--- src/hdl/sds_pkg.sv ---
package sds_pkg;

	localparam int MAX_REQUESTS = 32;
	localparam int IDX_W = (MAX_REQUESTS > 1) ? $clog2(MAX_REQUESTS) : 1;
	localparam int CNT_W = $clog2(MAX_REQUESTS + 1);

	localparam int CYL_W = 16;
	localparam int SUM_W = 22;
	localparam int SIZE_W = 17;
	localparam int ADDR_W = 2;

	localparam logic [ADDR_W-1:0] REG_START_HEAD = 2'd0;
	localparam logic [ADDR_W-1:0] REG_DIRECTION_UP = 2'd1;
	localparam logic [ADDR_W-1:0] REG_DISK_SIZE = 2'd2;

	typedef struct packed {
		logic [CYL_W-1:0] end_cyl;
		logic [CYL_W-1:0] head;
		logic             dir_up;
	} cfg_t;

	typedef struct packed {
		logic             lt;
		logic [CYL_W-1:0] absd;
	} alu_res_t;

	typedef struct packed {
		logic [CYL_W-1:0] target;
		logic [CYL_W-1:0] seek;
		logic [SUM_W-1:0] total;
		logic             boundary;
		logic             last;
	} res_t;

endpackage

--- src/hdl/scan_disk_scheduler.sv ---
// SCAN (elevator) disk scheduler.
// Slave stream: one pending request per item, cylinder in s_axis_tdata, the
// final request of a batch flagged by s_axis_tlast. Requests above the end
// cylinder are clamped; once the store holds MAX_REQUESTS, further requests
// are dropped but their tlast still starts the sweep.
// Master stream: one item per head move: target, seek distance and running
// total in m_axis_tdata, tuser set on the disk-end visit, tlast on the final
// move. A sweep yields n + 1 items for n stored requests.
// Config port: cfg_we / cfg_addr / cfg_wdata, to be written only while idle;
// the user must keep to this, as the block itself does not enforce it.
// Processing: a request is clamped, then insertion-sorted into one memory
// with a single compare unit, larger stored entries shifting up one slot.
// The sweep then scans the sorted list for the split and emits the moves
// in order, each held until the receiver takes it.
// s_axis_tready is low throughout; a stalled receiver holds the current move
// in the output register and the sweep waits.
// Reset: config returns to start 0, upward, 65536 cylinders; the batch is
// emptied. No clearing pass: only written entries are ever used.
module scan_disk_scheduler (
	input  logic                        clk,
	input  logic                        arst_n,
	input  logic                        cfg_we,
	input  logic [sds_pkg::ADDR_W-1:0]  cfg_addr,
	input  logic [sds_pkg::SIZE_W-1:0]  cfg_wdata,
	input  logic                        s_axis_tvalid,
	output logic                        s_axis_tready,
	input  logic [15:0]                 s_axis_tdata,  // [15:0] request_cylinder
	input  logic                        s_axis_tlast,
	output logic                        m_axis_tvalid,
	input  logic                        m_axis_tready,
	// [15:0] target_cylinder, [31:16] seek_distance, [53:32] total_movement, [55:54] zero
	output logic [55:0]                 m_axis_tdata,
	output logic                        m_axis_tuser,  // [0] is_boundary
	output logic                        m_axis_tlast
);

	logic [sds_pkg::CYL_W-1:0]  start_q;
	logic                       dir_q;
	logic [sds_pkg::SIZE_W-1:0] size_q;
	logic [sds_pkg::CYL_W-1:0]  end_cyl;
	sds_pkg::cfg_t              cfg;
	sds_pkg::res_t              res;

	always_ff @(posedge clk or negedge arst_n) begin
		if (!arst_n) begin
			start_q <= '0;
			dir_q <= 1'b1;
			size_q <= sds_pkg::SIZE_W'(65536);
		end else if (cfg_we) begin
			case (cfg_addr)
				sds_pkg::REG_START_HEAD:   start_q <= cfg_wdata[sds_pkg::CYL_W-1:0];
				sds_pkg::REG_DIRECTION_UP: dir_q <= cfg_wdata[0];
				sds_pkg::REG_DISK_SIZE:    size_q <= cfg_wdata;
				default: begin
				end
			endcase
		end
	end

	// zero cylinders counts as one; 65536 and up saturate at the top cylinder
	always_comb begin
		if (size_q == '0) begin
			end_cyl = '0;
		end else if (size_q[sds_pkg::SIZE_W-1]) begin
			end_cyl = '1;
		end else begin
			end_cyl = size_q[sds_pkg::CYL_W-1:0] - sds_pkg::CYL_W'(1);
		end
	end

	assign cfg.end_cyl = end_cyl;
	assign cfg.head = (start_q > end_cyl) ? end_cyl : start_q;
	assign cfg.dir_up = dir_q;

	sds_seq u_seq (
		.clk       (clk),
		.arst_n    (arst_n),
		.cfg       (cfg),
		.in_valid  (s_axis_tvalid),
		.in_ready  (s_axis_tready),
		.in_cyl    (s_axis_tdata),
		.in_last   (s_axis_tlast),
		.out_valid (m_axis_tvalid),
		.out_ready (m_axis_tready),
		.out_res   (res)
	);

	assign m_axis_tdata = {2'b00, res.total, res.seek, res.target};
	assign m_axis_tuser = res.boundary;
	assign m_axis_tlast = res.last;

`ifndef ASSERT_OFF
	a_no_overlap: assert property (@(posedge clk) disable iff (!arst_n)
		!(m_axis_tvalid && s_axis_tready))
		else $error("input taken while a move is pending");

	a_idle_after_last: assert property (@(posedge clk) disable iff (!arst_n)
		(m_axis_tvalid && m_axis_tready && m_axis_tlast) |=> s_axis_tready)
		else $error("not idle after final move");

	a_total_covers_seek: assert property (@(posedge clk) disable iff (!arst_n)
		m_axis_tvalid |-> (res.total >= sds_pkg::SUM_W'(res.seek)))
		else $error("running total below seek distance");

	a_boundary_target: assert property (@(posedge clk) disable iff (!arst_n)
		(m_axis_tvalid && m_axis_tuser) |->
			(res.target == (dir_q ? end_cyl : '0)))
		else $error("boundary move not at disk end");
`endif

endmodule

--- src/hdl/sds_alu.sv ---
module sds_alu (
	input  logic [sds_pkg::CYL_W-1:0] a,
	input  logic [sds_pkg::CYL_W-1:0] b,
	output sds_pkg::alu_res_t         res
);

	logic [sds_pkg::CYL_W:0] diff;

	assign diff = {1'b0, a} - {1'b0, b};
	assign res.lt = diff[sds_pkg::CYL_W];
	assign res.absd = diff[sds_pkg::CYL_W] ? (~diff[sds_pkg::CYL_W-1:0] + 1'b1)
		: diff[sds_pkg::CYL_W-1:0];

endmodule

--- src/hdl/sds_seq.sv ---
module sds_seq (
	input  logic                      clk,
	input  logic                      arst_n,
	input  sds_pkg::cfg_t             cfg,
	input  logic                      in_valid,
	output logic                      in_ready,
	input  logic [sds_pkg::CYL_W-1:0] in_cyl,
	input  logic                      in_last,
	output logic                      out_valid,
	input  logic                      out_ready,
	output sds_pkg::res_t             out_res
);

	typedef enum logic [3:0] {
		S_IDLE,
		S_CLAMP,
		S_INS_RD,
		S_INS_CMP,
		S_SPL_RD,
		S_SPL_CMP,
		S_EM_NEXT,
		S_EM_CALC,
		S_EM_WAIT
	} state_t;

	typedef enum logic {
		P_FIRST,
		P_SECOND
	} phase_t;

	state_t state_q;
	phase_t phase_q;

	logic [sds_pkg::CYL_W-1:0] mem [sds_pkg::MAX_REQUESTS];
	logic [sds_pkg::CYL_W-1:0] rd_data_q;
	logic [sds_pkg::IDX_W-1:0] rd_addr;
	logic                      mem_we;
	logic [sds_pkg::CYL_W-1:0] mem_wd;

	logic [sds_pkg::CNT_W-1:0] count_q;
	logic [sds_pkg::IDX_W-1:0] j_q;
	logic [sds_pkg::CNT_W-1:0] i_q;
	logic [sds_pkg::CNT_W-1:0] p_q;
	logic [sds_pkg::CNT_W-1:0] split_q;
	logic [sds_pkg::CYL_W-1:0] v_q;
	logic                      last_in_q;
	logic [sds_pkg::CYL_W-1:0] head_q;
	logic [sds_pkg::SUM_W-1:0] sum_q;
	logic [sds_pkg::CYL_W-1:0] tgt_q;
	logic                      bnd_q;
	logic                      lastm_q;
	logic                      out_valid_q;
	sds_pkg::res_t             out_res_q;

	logic [sds_pkg::CYL_W-1:0] alu_a;
	logic [sds_pkg::CYL_W-1:0] alu_b;
	sds_pkg::alu_res_t         alu;

	logic                      asc;
	logic                      exhausted;
	logic [sds_pkg::CNT_W-1:0] p_dec;
	logic [sds_pkg::CYL_W-1:0] tgt;
	logic [sds_pkg::SUM_W-1:0] sum_next;

	sds_alu u_alu (
		.a   (alu_a),
		.b   (alu_b),
		.res (alu)
	);

	assign asc = (phase_q == P_FIRST) ? cfg.dir_up : ~cfg.dir_up;
	assign p_dec = p_q - sds_pkg::CNT_W'(1);
	assign exhausted = asc ? (p_q == count_q) : (p_q == '0);
	assign tgt = bnd_q ? tgt_q : rd_data_q;
	assign sum_next = sum_q + sds_pkg::SUM_W'(alu.absd);

	always_comb begin
		alu_a = '0;
		alu_b = '0;
		case (state_q)
			S_CLAMP: begin
				alu_a = cfg.end_cyl;
				alu_b = v_q;
			end
			S_INS_CMP: begin
				alu_a = v_q;
				alu_b = rd_data_q;
			end
			S_SPL_CMP: begin
				alu_a = cfg.dir_up ? rd_data_q : head_q;
				alu_b = cfg.dir_up ? head_q : rd_data_q;
			end
			S_EM_CALC: begin
				alu_a = tgt;
				alu_b = head_q;
			end
			default: begin
			end
		endcase
	end

	always_comb begin
		case (state_q)
			S_INS_RD:  rd_addr = j_q - sds_pkg::IDX_W'(1);
			S_SPL_RD:  rd_addr = i_q[sds_pkg::IDX_W-1:0];
			S_EM_NEXT: rd_addr = asc ? p_q[sds_pkg::IDX_W-1:0] : p_dec[sds_pkg::IDX_W-1:0];
			default:   rd_addr = '0;
		endcase
	end

	// insertion: shift larger entries up one slot, then drop the new one in the hole
	assign mem_we = ((state_q == S_INS_RD) && (j_q == '0)) || (state_q == S_INS_CMP);
	assign mem_wd = ((state_q == S_INS_CMP) && alu.lt) ? rd_data_q : v_q;

	always_ff @(posedge clk) begin
		if (mem_we) begin
			mem[j_q] <= mem_wd;
		end
		rd_data_q <= mem[rd_addr];
	end

	always_ff @(posedge clk or negedge arst_n) begin
		if (!arst_n) begin
			state_q <= S_IDLE;
			phase_q <= P_FIRST;
			count_q <= '0;
			out_valid_q <= 1'b0;
			j_q <= '0;
			i_q <= '0;
			p_q <= '0;
			split_q <= '0;
			v_q <= '0;
			last_in_q <= 1'b0;
			tgt_q <= '0;
			bnd_q <= 1'b0;
			lastm_q <= 1'b0;
			head_q <= '0;
			sum_q <= '0;
			out_res_q <= '0;
		end else begin
			case (state_q)
				S_IDLE: begin
					if (in_valid) begin
						v_q <= in_cyl;
						last_in_q <= in_last;
						if (count_q < sds_pkg::CNT_W'(sds_pkg::MAX_REQUESTS)) begin
							j_q <= count_q[sds_pkg::IDX_W-1:0];
							state_q <= S_CLAMP;
						end else if (in_last) begin
							head_q <= cfg.head;
							sum_q <= '0;
							i_q <= '0;
							state_q <= S_SPL_RD;
						end
					end
				end
				S_CLAMP: begin
					if (alu.lt) begin
						v_q <= cfg.end_cyl;
					end
					state_q <= S_INS_RD;
				end
				S_INS_RD: begin
					if (j_q == '0) begin
						count_q <= count_q + sds_pkg::CNT_W'(1);
						if (last_in_q) begin
							head_q <= cfg.head;
							sum_q <= '0;
							i_q <= '0;
							state_q <= S_SPL_RD;
						end else begin
							state_q <= S_IDLE;
						end
					end else begin
						state_q <= S_INS_CMP;
					end
				end
				S_INS_CMP: begin
					if (alu.lt) begin
						j_q <= j_q - sds_pkg::IDX_W'(1);
						state_q <= S_INS_RD;
					end else begin
						count_q <= count_q + sds_pkg::CNT_W'(1);
						if (last_in_q) begin
							head_q <= cfg.head;
							sum_q <= '0;
							i_q <= '0;
							state_q <= S_SPL_RD;
						end else begin
							state_q <= S_IDLE;
						end
					end
				end
				S_SPL_RD: begin
					if (i_q == count_q) begin
						split_q <= i_q;
						p_q <= i_q;
						phase_q <= P_FIRST;
						state_q <= S_EM_NEXT;
					end else begin
						state_q <= S_SPL_CMP;
					end
				end
				S_SPL_CMP: begin
					// up: skip entries below head; down: skip entries at or below head
					if (cfg.dir_up ? alu.lt : ~alu.lt) begin
						i_q <= i_q + sds_pkg::CNT_W'(1);
						state_q <= S_SPL_RD;
					end else begin
						split_q <= i_q;
						p_q <= i_q;
						phase_q <= P_FIRST;
						state_q <= S_EM_NEXT;
					end
				end
				S_EM_NEXT: begin
					if (!exhausted) begin
						bnd_q <= 1'b0;
						lastm_q <= (phase_q == P_SECOND) &&
							(asc ? (p_q + sds_pkg::CNT_W'(1) == count_q)
								: (p_q == sds_pkg::CNT_W'(1)));
						p_q <= asc ? p_q + sds_pkg::CNT_W'(1) : p_dec;
						state_q <= S_EM_CALC;
					end else if (phase_q == P_FIRST) begin
						bnd_q <= 1'b1;
						tgt_q <= cfg.dir_up ? cfg.end_cyl : '0;
						lastm_q <= cfg.dir_up ? (split_q == '0) : (split_q == count_q);
						p_q <= split_q;
						phase_q <= P_SECOND;
						state_q <= S_EM_CALC;
					end else begin
						count_q <= '0;
						state_q <= S_IDLE;
					end
				end
				S_EM_CALC: begin
					out_res_q.target <= tgt;
					out_res_q.seek <= alu.absd;
					out_res_q.total <= sum_next;
					out_res_q.boundary <= bnd_q;
					out_res_q.last <= lastm_q;
					out_valid_q <= 1'b1;
					sum_q <= sum_next;
					head_q <= tgt;
					state_q <= S_EM_WAIT;
				end
				S_EM_WAIT: begin
					if (out_ready) begin
						out_valid_q <= 1'b0;
						if (lastm_q) begin
							count_q <= '0;
							state_q <= S_IDLE;
						end else begin
							state_q <= S_EM_NEXT;
						end
					end
				end
				default: begin
					state_q <= S_IDLE;
				end
			endcase
		end
	end

	assign in_ready = (state_q == S_IDLE);
	assign out_valid = out_valid_q;
	assign out_res = out_res_q;

endmodule
--- config.mk ---
export PLATFORM = sky130hd
export DESIGN_NAME = scan_disk_scheduler
export DESIGN_NICKNAME = d
export VERILOG_FILES = /design/src/hdl/sds_pkg.sv /design/src/hdl/scan_disk_scheduler.sv /design/src/hdl/sds_alu.sv /design/src/hdl/sds_seq.sv
export SDC_FILE = /design/constraint.sdc
export NUM_CORES = 1
export LEC_CHECK = 0
export BUFFER_PORTS_ARGS = -buffer_cell sky130_fd_sc_hd__buf_4
export CAP_MARGIN = 20
export CORE_MARGIN = 4
export CORE_UTILIZATION = 60
export DETAILED_ROUTE_END_ITERATION = 12
export PLACE_DENSITY = 0.77
export RECOVER_POWER = 25
export SLEW_MARGIN = 25
export SYNTH_ARGS = -nofsm -noshare
export SYNTH_HDL_FRONTEND = slang
export SYNTH_SLANG_ARGS = --single-unit
--- constraint.sdc ---
create_clock -name clk -period 18.83 [get_ports clk]
set_input_delay 0 -clock clk [delete_from_list [all_inputs] [get_ports clk]]
set_output_delay 0 -clock clk [all_outputs]
set_load 0.02 [all_outputs]
==> flow_summary_export.csv <==
group,metric,value,unit
run_status,status,"complete, but fails checks",
run_status,failed_checks,"capacitance limit, slew limit",
placed_design,post-dp-hpwl,56.2,mm
hold_path,hold_depth,3,
timing,setup_viol,0,
hold_path,hold_start,"cfg_wdata[10]",
cells_and_area,area_delta_synth_final,12.3,%
timing,maxSlewViolCount,332,
synth,syn_inst,2854,
synth,synthArstFlopShare,27.3,%
synth,synth.area.top_cells,"edfxtp_1 46%, dfrtp_1 15%, nand2_1 5.7%",
route,postRouteAntennaNets,0,
synth,netlist_area,33600,um2
placed_design,port_buffers,98,
timing,max_freq,0.0991,GHz
timing,rsz0062_at_grt,"false",
route,firstDrtPassIters,9,
timing,skew,39.2,ps
worst_setup_path,start_kind,"flip-flop",
worst_setup_path,path_max_fanout,83,
timing,fin_crit,10090,ps
synth,syn_avg_cell_area,11.8,um2
timing,timing.slew.headroom,-199,%
grt,grt-ovfl-total,0,
clock_network,post_cts.repair.setup_buffers,0,
timing,tns,0,ps
grt,grt_pass1_vias,23400,
synth,ys_ff_latch,726,
clock_network,cts.sinks,726,
grt,grt.total_usage,30.0,%
hold_path,hp-class,"in -> reg",
worst_setup_path,r2r_slack,8740,ps
synth,yosys.area.top_type,"edfxtp_1",
clock_network,cts_buffers,76,
clock_network,cts_root_buf,"clkbuf_16",
route,dr.first_iter.drc_count,2760,
route,vias,23900,
worst_setup_path,r2r_start,"u_seq.state_q[2]",
grt,grt_first_pass_wirelength,139,mm
synth,ys_seq_area_share,61.5,%
die,coreArea,55200,um2
clock_network,htreeDepth,3,
worst_setup_path,crit_required,19320,ps
synth,synthFlopType,"edfxtp_1",
die,rows,86,
worst_setup_path,endpoint_kind,"flip-flop",
timing,finalCritPeriodShare,53.6,%
grt,grt_max_degree,172,
grt,antenna_found_initial,1,
clock_network,cts.path.max_buffers,3,
die,die_h,245,um
synth,yosys_warnings,0,
clock_network,insertion_delay,640,ps
clock_network,clkTransAtPathRegs,60,ps
route,drc_errors,0,
job,drv_cap,6,
cells_and_area,layout-drive-gt1-share,10.6,%
die,initial_core_util,60.8,%
route,post_drt_wl_per_cell,24.1,um
route,via_per_inst,6.35,
worst_setup_path,worst-endpoint-arrival,10580,ps
clock_network,cts_tree,"yes",
die,ioPinCount,101,
worst_setup_path,path_class,"reg -> reg",
worst_setup_path,reg2reg_depth,25,
placed_design,place_congestion,0.909,
hold_path,hold_end,"start_q[10]",
synth,synth_top_area_share,45.8,%
timing,hold_violations,0,
die,fp.dieW,245,um
timing,tightest_slew,4490,ps
route,routed_wl,90.6,mm
die,dieArea,59800,um2
synth,synth_cell_types,95,
synth,synth_edf_count,512,
cells_and_area,nets,3054,
worst_setup_path,timing.rr.end,"u_seq.out_res[23]",
cells_and_area,nFillCells,3964,
[flip-flops by register name, indices dropped and copies added (netlist names), 16 cells and up]
| name | flops |
|---|---|
| u_seq.rd_data_q | 16 |
| u_seq.tgt_q | 16 |
| u_seq.mem | 512 |
| start_q | 16 |
| u_seq.v_q | 16 |
| size_q | 17 |
| u_seq.sum_q | 22 |
| u_seq.out_res | 56 |
| u_seq.head_q | 16 |
[routing by layer]
layer  routed length [um]  up-vias  global-route usage [%]
met5                    0        -                       0
met4                 4660        0                    13.3
met3                 7960      249                    5.02
met2                42600     1106                    48.2
met1                35300    11700                    40.8
li1                     -    10800                       -
[placed cells by master, fill, tap and decap left out, types with 10 or more instances in the layout]
cell,instances
a211o_1,16
a211oi_1,116
and2_0,60
a21o_1,37
nor2_1,148
nand2_1,513
nand4_1,13
clkbuf_16,76
nor3_1,70
a311oi_1,108
and3_1,18
ha_1,63
xor2_1,42
clkbuf_1,94
dlygate4sd3_1,48
nor2b_1,15
xnor2_1,47
a31oi_1,37
mux2i_1,30
clkinv_1,10
clkinv_2,12
dfrtp_1,195
buf_4,78
mux2_2,84
edfxtp_1,512
dfxtp_1,16
nand2b_1,11
inv_1,24
and2_1,61
o21ai_0,126
nand3_1,39
nor4_1,16
o21a_1,11
a222oi_1,17
a21oi_1,81
[worst max-delay path by stage]
| stage | startpoint | to | slack (ps) | cells after the start |
|---|---|---|---|---|
| after floorplan | size_q[5] | u_seq.out_res[23] | 12150 | 30 |
| after global placement | u_seq.state_q[0] | u_seq.sum_q[21] | 10430 | 25 |
| after detailed placement | u_seq.state_q[0] | u_seq.sum_q[21] | 10550 | 25 |
| after CTS | u_seq.state_q[0] | u_seq.sum_q[21] | 10470 | 25 |
| after global routing | u_seq.state_q[2] | u_seq.sum_q[21] | 7890 | 25 |
| final | u_seq.state_q[2] | u_seq.out_res[23] | 8740 | 25 |
[metrics by stage]
step | setup WS [ps] | cells | hold WS, ps | cell area (um2) | utilization (%)
after detailed placement | 10550 | 3569 | -65.7 | 35000 | 63.4
after global routing | 7890 | 3757 | 172 | 37700 | 68.3
after CTS | 10470 | 3757 | 149 | 38000 | 68.8
after floorplan | 12150 | 2855 | -296 | 33600 | -
after global placement | 10430 | 3569 | -62.7 | 35000 | 63.4
final | 8740 | 3758 | 183 | 37700 | 68.3
[area by class of cell]
type                            instances  area [um2]  area share, %
Multi-Input combinational cell       1921       12200           32.3
Sequential cell                       726       20700           54.8
Tap cell                              748         936           2.48
Antenna cell                            1        2.50        0.00664
Clock buffer                          104        2060           5.46
Timing Repair Buffer                  198        1350           3.59
Clock inverter                         35         410           1.09
Inverter                               25        93.8          0.249
[cells in the mapped netlist, types with 37 or more instances]
master and count:
dfrtp_1 196, xnor2_1 47, a311oi_1 108, ha_1 63, nor2_1 153, a21o_1 37
and2_1 63, a211oi_1 116, edfxtp_1 512, o21ai_0 125, nand2_1 513, mux2_2 84
xor2_1 41, a21oi_1 81, buf_2 60, and2_0 58, clkbuf_1 94, a31oi_1 37
nand3_1 39, nor3_1 79
[critical path, stage by stage (launching register included)]
cell	delay [ps]
dfrtp_1	600
nor2b_1	290
and2_0	240
nand2_1	150
clkbuf_1	2410
nor2_1	410
a2111oi_1	560
ha_1	310
fa_1	270
nor2b_4	60
o2111a_1	270
o31ai_1	420
a31oi_2	200
o21a_1	560
nor2_1	250
xnor2_1	120
ha_1	400
o21ai_0	140
o21ai_0	360
a41oi_1	240
o41ai_1	780
a211o_1	260
nand4_1	120
xor2_1	140
nor2_1	60
a21o_1	280
[repair_timing]
item / 4_1_cts / 5_1_grt
hold buffers: 49 / 0
hold endpoints to repair: 96 / 0
resized for setup: 0 / 0
[cell families after synthesis]
family                     Yosys count  share of synthesized area (%)
DFF                                726                           61.5
adders and majority gates           65                           2.47
muxes                              114                           3.71
and+or+nand+nor                   1022                           13.9
buffers and inverters              208                           2.69
other                                1                         0.0112
AOI/OAI and AO/OA                  629                           13.3
xor gates and xnor gates            89                           2.34
Power is left out: the tool's default activity adds up to more than one toggle a clock period on the data nets, which glitch-free logic cannot reach.
